### src/elsr_pkg.sv
`default_nettype none
package elsr_pkg;

	localparam int CODE_W = 10;
	localparam int READ_W = 16;
	localparam int SP_W = 16;
	localparam int DUTY_W = 16;

	// Q16 gains: KP folds both ADC references, the divider ratio and the 100 W scale.
	localparam logic [27:0] KP_Q16 = 28'd177470177;
	localparam logic [20:0] KV_Q16 = 21'd1466696;

	localparam logic [9:0] R_SCALE = 10'd1000;
	localparam logic [4:0] LOW_DUTY_LIMIT = 5'd16;
	localparam logic [4:0] LOW_DUTY_JUMP = 5'd23;

	localparam logic MODE_POWER = 1'b0;
	localparam logic MODE_RESIST = 1'b1;

	localparam logic REG_MODE = 1'b0;
	localparam logic REG_SETPOINT = 1'b1;

	typedef struct packed {
		logic [CODE_W-1:0] current_code;
		logic [CODE_W-1:0] voltage_code;
	} in_t;

	typedef struct packed {
		logic [DUTY_W-1:0] duty;
		logic [READ_W-1:0] reading;
		logic              no_current;
	} out_t;

	typedef enum logic [2:0] {
		ST_IDLE,
		ST_MUL0,
		ST_MUL1,
		ST_MUL2,
		ST_CMP,
		ST_DIV,
		ST_DONE
	} state_t;

endpackage
`default_nettype wire

### src/electronic_load_step_regulator_top.sv
// Each input transfer is worked through in turn: three passes through the shared
// multiplier, a compare state and 17 compare-subtract steps of the shared restoring
// divider, then the result waits in the done state until the output register is free.
// No new input is taken until that result has been loaded into the output register.
// Reset (arst_n low) clears the duty, mode and setpoint to zero and empties the output.
`default_nettype none
module electronic_load_step_regulator_top #(
	parameter int ADC_BITS = 10,
	parameter int DUTY_BITS = 16
) (
	input  wire logic                clk,
	input  wire logic                arst_n,
	input  wire logic                in_valid,
	output logic                     in_ready,
	input  wire elsr_pkg::in_t       in_data,
	output logic                     out_valid,
	input  wire logic                out_ready,
	output elsr_pkg::out_t           out_data,
	input  wire logic                cfg_we,
	input  wire logic                cfg_index,
	input  wire logic [15:0]         cfg_data
);

	localparam int P_W = 2 * ADC_BITS;
	localparam int MA_W = (P_W > 26) ? P_W : 26;
	localparam int MB_W = (P_W > 28) ? P_W : 28;
	localparam int PR_W = MA_W + MB_W;
	localparam int CMP_W = PR_W + 16;
	localparam int DIV_W = P_W + 32;
	localparam int Q_W = elsr_pkg::READ_W + 1;
	localparam int CNT_W = $clog2(Q_W);
	localparam logic [63:0] FS_L = (64'd1 << ADC_BITS) - 64'd1;
	localparam logic [63:0] FS2_L = FS_L * FS_L;
	localparam logic [P_W-1:0] FS2 = FS2_L[P_W-1:0];
	localparam logic [DUTY_BITS-1:0] DUTY_MAX = {DUTY_BITS{1'b1}};

	elsr_pkg::state_t state_q, state_d;

	logic                       mode_q;
	logic [elsr_pkg::SP_W-1:0]  setpoint_q;
	logic [ADC_BITS-1:0]        i_q, v_q;
	logic [PR_W-1:0]            r0_q, r1_q, r2_q;
	logic [DIV_W-1:0]           rem_q, dsh_q;
	logic [Q_W-1:0]             quo_q;
	logic [CNT_W-1:0]           cnt_q;
	logic [DUTY_BITS-1:0]       duty_q;
	logic                       zero_q;
	logic                       out_valid_q;
	elsr_pkg::out_t             out_q;

	logic [25:0]           cur_ext, volt_ext;
	logic [MA_W-1:0]       mul_a;
	logic [MB_W-1:0]       mul_b;
	logic [PR_W-1:0]       mul_p;
	logic                  load_out;
	logic [CMP_W-1:0]      cmp_lhs, cmp_rhs;
	logic                  rise;
	logic [DUTY_BITS-1:0]  duty_d;
	logic [PR_W+3:0]       load_x10;
	logic [DIV_W-1:0]      div_n, div_dsh;
	logic [DIV_W-1:0]      rem_sub;
	logic                  div_take;
	logic [elsr_pkg::READ_W-1:0] reading_d;

	assign cur_ext = {16'b0, in_data.current_code};
	assign volt_ext = {16'b0, in_data.voltage_code};

	always_comb begin
		state_d = state_q;
		case (state_q)
			elsr_pkg::ST_IDLE: if (in_valid) state_d = elsr_pkg::ST_MUL0;
			elsr_pkg::ST_MUL0: state_d = elsr_pkg::ST_MUL1;
			elsr_pkg::ST_MUL1: state_d = elsr_pkg::ST_MUL2;
			elsr_pkg::ST_MUL2: state_d = elsr_pkg::ST_CMP;
			elsr_pkg::ST_CMP: state_d = elsr_pkg::ST_DIV;
			elsr_pkg::ST_DIV: if (cnt_q == '0) state_d = elsr_pkg::ST_DONE;
			elsr_pkg::ST_DONE: if (!out_valid_q || out_ready) state_d = elsr_pkg::ST_IDLE;
			default: state_d = elsr_pkg::ST_IDLE;
		endcase
	end

	// Operand selection for the shared multiplier, plus in_ready and the output load strobe.
	always_comb begin
		in_ready = 1'b0;
		load_out = 1'b0;
		mul_a = '0;
		mul_b = '0;
		case (state_q)
			elsr_pkg::ST_IDLE: begin
				in_ready = 1'b1;
			end
			elsr_pkg::ST_MUL0: begin
				if (mode_q == elsr_pkg::MODE_POWER) begin
					mul_a = MA_W'(i_q);
					mul_b = MB_W'(v_q);
				end else begin
					mul_a = MA_W'(v_q);
					mul_b = MB_W'(elsr_pkg::KV_Q16);
				end
			end
			elsr_pkg::ST_MUL1: begin
				if (mode_q == elsr_pkg::MODE_POWER) begin
					mul_a = MA_W'(r0_q);
					mul_b = MB_W'(elsr_pkg::KP_Q16);
				end else begin
					mul_a = MA_W'(setpoint_q);
					mul_b = MB_W'(elsr_pkg::R_SCALE);
				end
			end
			elsr_pkg::ST_MUL2: begin
				if (mode_q == elsr_pkg::MODE_POWER) begin
					mul_a = MA_W'(setpoint_q);
					mul_b = MB_W'(FS2);
				end else begin
					mul_a = MA_W'(r1_q);
					mul_b = MB_W'(i_q);
				end
			end
			elsr_pkg::ST_DONE: begin
				load_out = !out_valid_q || out_ready;
			end
			default: begin
				in_ready = 1'b0;
			end
		endcase
	end

	assign mul_p = PR_W'(mul_a) * PR_W'(mul_b);

	// Power mode compares load with the shifted target; resistance mode compares
	// v*KV*65535 with 1000*setpoint*i shifted, which avoids a division.
	always_comb begin
		if (mode_q == elsr_pkg::MODE_POWER) begin
			cmp_lhs = CMP_W'(r1_q);
			cmp_rhs = CMP_W'(r2_q) << 16;
			rise = cmp_lhs < cmp_rhs;
		end else begin
			cmp_lhs = (CMP_W'(r0_q) << 16) - CMP_W'(r0_q);
			cmp_rhs = CMP_W'(r2_q) << 16;
			rise = cmp_lhs > cmp_rhs;
		end
	end

	always_comb begin
		duty_d = duty_q;
		if (rise) begin
			if (duty_q != DUTY_MAX) duty_d = duty_q + DUTY_BITS'(1);
		end else if (mode_q == elsr_pkg::MODE_POWER) begin
			if (duty_q < DUTY_BITS'(elsr_pkg::LOW_DUTY_LIMIT)) begin
				duty_d = DUTY_BITS'(elsr_pkg::LOW_DUTY_JUMP);
			end else begin
				duty_d = duty_q - DUTY_BITS'(1);
			end
		end else if (duty_q != '0) begin
			duty_d = duty_q - DUTY_BITS'(1);
		end
	end

	// Dividend and starting divisor; the divisor starts shifted up by 32 bits.
	always_comb begin
		load_x10 = ((PR_W + 4)'(r1_q) << 3) + ((PR_W + 4)'(r1_q) << 1);
		if (mode_q == elsr_pkg::MODE_POWER) begin
			div_n = DIV_W'(load_x10);
			div_dsh = DIV_W'(FS2) << 32;
		end else begin
			div_n = DIV_W'(r0_q);
			div_dsh = DIV_W'(i_q) << 32;
		end
	end

	assign div_take = rem_q >= dsh_q;
	assign rem_sub = rem_q - dsh_q;

	always_comb begin
		if (mode_q == elsr_pkg::MODE_RESIST && zero_q) begin
			reading_d = '0;
		end else if (quo_q[Q_W-1]) begin
			reading_d = '1;
		end else begin
			reading_d = quo_q[Q_W-2:0];
		end
	end

	always_ff @(posedge clk or negedge arst_n) begin
		if (!arst_n) begin
			state_q <= elsr_pkg::ST_IDLE;
			mode_q <= elsr_pkg::MODE_POWER;
			setpoint_q <= '0;
			duty_q <= '0;
			out_valid_q <= 1'b0;
			cnt_q <= '0;
		end else begin
			state_q <= state_d;
			if (cfg_we) begin
				case (cfg_index)
					elsr_pkg::REG_MODE: mode_q <= cfg_data[0];
					elsr_pkg::REG_SETPOINT: setpoint_q <= cfg_data;
					default: mode_q <= mode_q;
				endcase
			end
			if (state_q == elsr_pkg::ST_CMP) begin
				duty_q <= duty_d;
				cnt_q <= CNT_W'(Q_W - 1);
			end else if (state_q == elsr_pkg::ST_DIV) begin
				cnt_q <= cnt_q - CNT_W'(1);
			end
			if (load_out) begin
				out_valid_q <= 1'b1;
			end else if (out_ready) begin
				out_valid_q <= 1'b0;
			end
		end
	end

	always_ff @(posedge clk) begin
		case (state_q)
			elsr_pkg::ST_IDLE: begin
				if (in_valid) begin
					i_q <= cur_ext[ADC_BITS-1:0];
					v_q <= volt_ext[ADC_BITS-1:0];
					zero_q <= (cur_ext[ADC_BITS-1:0] == '0);
				end
			end
			elsr_pkg::ST_MUL0: r0_q <= mul_p;
			elsr_pkg::ST_MUL1: r1_q <= mul_p;
			elsr_pkg::ST_MUL2: r2_q <= mul_p;
			elsr_pkg::ST_CMP: begin
				rem_q <= div_n;
				dsh_q <= div_dsh;
				quo_q <= '0;
			end
			elsr_pkg::ST_DIV: begin
				if (div_take) rem_q <= rem_sub;
				quo_q <= {quo_q[Q_W-2:0], div_take};
				dsh_q <= dsh_q >> 1;
			end
			elsr_pkg::ST_DONE: begin
				if (load_out) begin
					out_q.duty <= elsr_pkg::DUTY_W'(duty_q);
					out_q.reading <= reading_d;
					out_q.no_current <= zero_q;
				end
			end
			default: begin
				quo_q <= quo_q;
			end
		endcase
	end

	assign out_valid = out_valid_q;
	assign out_data = out_q;

endmodule
`default_nettype wire

### config.mk
export PLATFORM = sky130hd
export DESIGN_NAME = electronic_load_step_regulator_top
export DESIGN_NICKNAME = d
export VERILOG_FILES = /design/src/elsr_pkg.sv /design/src/electronic_load_step_regulator_top.sv
export SDC_FILE = /design/constraint.sdc
export NUM_CORES = 2
export LEC_CHECK = 0
export ABC_AREA = 1
export BUFFER_PORTS_ARGS = -buffer_cell sky130_fd_sc_hd__buf_2
export CORE_MARGIN = 5
export CORE_UTILIZATION = 35
export DETAILED_ROUTE_END_ITERATION = 6
export HOLD_SLACK_MARGIN = 0.1
export PLACE_DENSITY_LB_ADDON = 0.1
export SYNTH_ARGS = -nofsm -noshare
export SYNTH_HDL_FRONTEND = slang
export SYNTH_SLANG_ARGS = --single-unit
### constraint.sdc
create_clock -name clk -period 8.4 [get_ports clk]
set_input_delay 0.84 -clock clk [delete_from_list [all_inputs] [get_ports clk]]
set_output_delay 0.84 -clock clk [all_outputs]
set_load 0.02 [all_outputs]
After elaboration in Yosys (flattened, before gate mapping)
Index checks and enable logic that the tools add are counted.
Storage, ports and cells
  flip-flop bits (word level): 379
  output and inout port bits: 35
  word-level logic and storage cells: 90
Cells by class
  add/sub/neg operators: 6
  $mul: 1
  magnitude comparators: 4
  equal/unequal tests: 13
  mux-type cells: 31
  bitwise operators: 1
  reduce and logical (&&, ||, !) cells: 16
Operators with widths (count)
  $pmux W52 S2: 2
  $mux W52: 3
  $mux W16: 6
  $pmux W28 S3: 1
  $pmux W26 S3: 1
  $gt A70 B70 Y1: 1
  $lt A54 B70 Y1: 1
  $sub A70 B54 Y70: 1
  $mul A26 B28 Y54: 1
  $add A52 B52 Y52: 1
  $ge A52 B52 Y1: 1
  $mux W26: 2
  $sub A52 B52 Y52: 1
  $pmux W17 S2: 1
  $mux W28: 1
  $mux W21: 1
  $pmux W3 S7: 1
  $mux W20: 1
  $add A16 B1 Y16 const B: 1
  $lt A16 B5 Y1 const B: 1
  $ne A16 B16 Y1 const B: 1
  $reduce_bool A16 Y1: 1
  $sub A16 B1 Y16 const B: 1
  $logic_not A10 Y1: 1
  20 further kinds: 39

Depth between registers and ports, before layout
  depth in word-level cells: 5
  depth in mapped cells: 41

Worst setup path before layout
Ideal clock, no wire load.
  path kind: flip-flop to flip-flop
  start point: reg state_q[2]
  end point: reg r0_q[42] (data pin)
  setup time: 0.261 ns
  data arrival time: 8.012 ns
  slack: 0.128 ns
  stages on the path, launching flop included: 36
  clock period less this slack: 8.272 ns
  path through: dfrtp_1 > nor2_1 > inv_2 > nor2_4 > inv_4 > nor2_4 > inv_4 > buf_6 > nor2_1 > inv_1 > nand4_1 > buf_4 > nand2_1 > fa_1 > fa_1 > inv_1 > fa_1 > inv_1 > fa_1 > inv_1 > fa_1 > fa_1 > inv_1 > fa_1 > inv_1 > ha_1 > nand2_1 > nor2_1 > inv_1 > nor2_1 > nand3_1 > o211a_1 > o21ai_0 > nand3_1 > nand3_1 > nand2_1
On the way
  longest elaborated chain between the ends: 3
Ends and longest elaborated chain
  start: declaration: RTL line electronic_load_step_regulator_top.sv:37  | elsr_pkg::state_t state_q, state_d;
  start signal: assignment: RTL line electronic_load_step_regulator_top.sv:186  | state_q <= elsr_pkg::ST_IDLE;
  start signal: assignment: RTL line electronic_load_step_regulator_top.sv:193  | state_q <= state_d;
  $eq A3 B2 Y1 or $eq A3 B1 Y1 (tied branches): RTL line electronic_load_step_regulator_top.sv:88  | case (state_q)
  $pmux W26 S3 or $pmux W28 S3 (tied branches): RTL line electronic_load_step_regulator_top.sv:88
  $mul A26 B28 Y54 *: RTL line electronic_load_step_regulator_top.sv:128  | assign mul_p = PR_W'(mul_a) * PR_W'(mul_b);
  named net mul_p[42]: RTL line electronic_load_step_regulator_top.sv:54  | logic [PR_W-1:0] mul_p;
  end signal: assignment: RTL line electronic_load_step_regulator_top.sv:224  | elsr_pkg::ST_MUL0: r0_q <= mul_p;
  end: declaration: RTL line electronic_load_step_regulator_top.sv:42  | logic [PR_W-1:0] r0_q, r1_q, r2_q;
Mark *: on every way through the listed nets, which the timed path passes. The rest lies on a longest branch.
A chain may end at the register's enable or synchronous reset.

Worst setup path after layout
  start point: reg state_q[2]
  end point: reg r2_q[45] (data pin)
On the way
  longest elaborated chain between the ends: 3
Ends and longest elaborated chain
  $eq A3 B2 Y1 or $eq A3 B1 Y1 (tied branches): RTL line electronic_load_step_regulator_top.sv:88
  $pmux W26 S3 or $pmux W28 S3 (tied branches): RTL line electronic_load_step_regulator_top.sv:88
  $mul A26 B28 Y54 *: RTL line electronic_load_step_regulator_top.sv:128
  named net mul_p[45]: RTL line electronic_load_step_regulator_top.sv:54
  end signal: assignment: RTL line electronic_load_step_regulator_top.sv:226  | elsr_pkg::ST_MUL2: r2_q <= mul_p;
  end: declaration: RTL line electronic_load_step_regulator_top.sv:42
Marks and branches as above.

==> flow_metrics.env <==
export IMPL_worstMarginPinSlew_ps=1050
export IMPL_clock_fmax_mhz=124
export IMPL_async_flop_share_pct=11.1
export IMPL_cp_startpoint="state_q[2]"
export IMPL_regToRegSetupSlack_ps=310
export IMPL_grt_pass1_vias=42500
export IMPL_fin_cells=8146
export IMPL_antenna_found_initial=8
export IMPL_arrival_ps=8480
export IMPL_reg2reg_from="state_q[2]"
export IMPL_clock_latency_ps=620
export IMPL_grt_max_degree=68
export IMPL_routed_wl_um=191000
export IMPL_yosys_top_cells_area="edfxtp_1, fa_1, ha_1"
export IMPL_endpoint_kind="flop"
export IMPL_post_route_drc_count=0
export IMPL_power_leakage_nw=26.7
export IMPL_peakVddDrop_mv=0.180
export IMPL_num_rows=136
export IMPL_grt_first_pass_wirelength_um=281000
export IMPL_area_growth_pct=10.5
export IMPL_cp_max_fo=18
export IMPL_overflow=0
export IMPL_synth_edf_count=337
export IMPL_dp_hpwl_um=164000
export IMPL_min_period_ps=8090
export IMPL_path_class="reg2reg"
export IMPL_worst_path_max_delay_cell="fa_1"
export IMPL_fin_crit_sh_pct=96.3
export IMPL_drive_gt1_share_pct=6.92
export IMPL_dr_pass1_iters=6
export IMPL_drtIter0Drc=3023
export IMPL_ant_nets=0
export IMPL_fin_setup_tns_ps=0
export IMPL_maxCapViolations=0
export IMPL_report_power_total_mw=22.0
export IMPL_port_buffers=76
export IMPL_status="completed"
export IMPL_yosysWarnings=0
export IMPL_syn_area_um2=48300
export IMPL_dieArea_um2=146000
export IMPL_dpl_cell_count=8056
export IMPL_syn_area_per_cell_um2=7.88
export IMPL_cts_tree="built"
export IMPL_min_path_type="in2async"
export IMPL_ys_seq_area_share_pct=23.1
export IMPL_die_width_um=381
export IMPL_finClkSkew_ps=37.8
export IMPL_max_slew_margin_pct=30.2
export IMPL_hold_viol=0
export IMPL_cts_sinks=379
export IMPL_timing_hold_ws_ps=360
export IMPL_yosys_register_bits=379
export IMPL_start_util_pct=35.2
export IMPL_num_vias=41200
export IMPL_synth_main_ff_cell="edfxtp_1"
export IMPL_synth_top_cell_area_share_pct=21.0
export IMPL_wl_per_cell_um=23.4
export IMPL_die_h_um=381
export IMPL_ctsHoldBuffers=0
export IMPL_cpMostUsedCell="fa_1"
export IMPL_syn_instance_count=6130
export IMPL_yosysTopAreaCell="edfxtp_1"
export IMPL_gp_congestion=0.998
export IMPL_drv_slew=0
export IMPL_grt_util_all_layers_pct=25.9
export IMPL_worstPathRequired_ps=8790
export IMPL_power_density_nw_per_um2=411
export IMPL_setup_viol=0
export IMPL_clock_path_buffers=3
export IMPL_io_pins=77
export IMPL_max_stage_delay_ps=570
export IMPL_nets=7327
export IMPL_htreeDepth=2
export IMPL_cts_made_buffers=43
export IMPL_synth_cell_type_count=68
export IMPL_utilization_pct=38.9
export IMPL_ctsRootBufferMaster="clkbuf_16"
export IMPL_clk_pin_slew_ps=70
export IMPL_worstSetupStartpointType="flop"
export IMPL_core_area_um2=137000
export IMPL_grt_setup_unrepaired="true"
export IMPL_vias_per_cell=5.06
## sequential cells by signal, indices dropped and copies added (netlist names), 10 cells and up
signal and count:
i_q 10, r1_q 54, rem_q 52, out_data 33, duty_q 16, setpoint_q 16
r2_q 54, dsh_q 52, r0_q 54, v_q 10, quo_q 17
## final timing paths
path                        endpoint  cells past startpoint
setup / recovery            r2_q[45]                     30
hold / removal             duty_q[3]                      2
setup reg to reg            r2_q[45]                     30
hold reg to reg             cnt_q[4]                      1
max in group asynchronous     mode_q                      2
min in group clk              v_q[0]                      1
## critical path, delay by kind of cell, from the launching register on
kind	cells	cell delay (ps)
DFF	1	380
xor gates and xnor gates	1	280
adders and majority gates	8	4150
and+or+nand+nor	11	1970
buffers and inverters	8	840
AOI/OAI and AO/OA	2	210
## per-stage QoR
step / instance area [um^2] / worst slack [ps]
floorplan: 48400 / 128
global placement: 51700 / -150
detailed placement: 51700 / -170
CTS: 53100 / 16.4
global route: 53400 / -51.8
finish: 53400 / 311
## cells in the final DEF (no fill, tap or decap), drive strengths merged, types with 32 or more instances in the layout
cell and count:
inv 1448, nand2 1209, nor2 643, fa 489, ha 484, a21oi 361, edfxtp 337, o21ai 314
buf 216, nand3 202, xor2 92, nand4 63, clkbuf 55, xnor2 46, nor3 45, dfrtp 42
a31oi 32
## layout make-up
type | count | area, um^2
Clock inverter | 26 | 221
Tap cell | 1794 | 2240
Clock buffer | 54 | 1150
Antenna cell | 5 | 12.5
Multi-Input combinational cell | 4227 | 31600
Timing Repair Buffer | 217 | 1590
Sequential cell | 379 | 11200
Fill cell | 14400 | 83900
Inverter | 1444 | 5430
## report_power, final
group	leakage [nW]	switching [mW]	internal, mW	total [mW]
logic	22.3	11.0	4.88	15.9
clock network	0.666	0.847	1.04	1.89
registers	3.69	0.801	3.39	4.19
total	26.7	12.6	9.32	22.0
## cells in the mapped netlist, drive strengths merged (45+ instances only)
cell type,n
inv,1442
edfxtp,337
nor2,643
a21oi,361
o21ai,314
buf,51
nand3,202
nor3,45
nand4,63
xnor2,46
fa,489
nand2,1209
xor2,92
ha,484
clkbuf,47
## what timing repair did
action                     in CTS  in global routing
buffers inserted                0                  4
setup endpoints to repair      24                 81
pin swaps                       0                  3
resized for setup              10                 61
hold endpoints to repair        0                  0
cloned                          0                  1
## metal layers
| metal | global-route usage, % | vias to the layer above | wire length (um) |
|---|---|---|---|
| li1 | - | 19600 | - |
| met1 | 36.2 | 20300 | 86400 |
| met2 | 44.0 | 1036 | 89800 |
| met3 | 1.67 | 198 | 8910 |
| met4 | 6.44 | 0 | 5670 |
| met5 | 0 | - | 0 |
## cells by family (layout without fill, tap and decap cells)
| logic type | after synthesis | count (layout) | share of synthesized area (%) |
|---|---|---|---|
| DFF | 379 | 379 | 23.1 |
| AOI/OAI and AO/OA | 875 | 875 | 10.3 |
| other | 2 | 25 | 0.0155 |
| adders and majority gates | 973 | 973 | 32.8 |
| buffers and inverters | 1542 | 1741 | 12.3 |
| muxes | 12 | 12 | 0.280 |
| xor gates and xnor gates | 138 | 138 | 2.50 |
| and+or+nand+nor | 2209 | 2209 | 18.8 |
No activity file was read; power rests on OpenSTA's default activity.
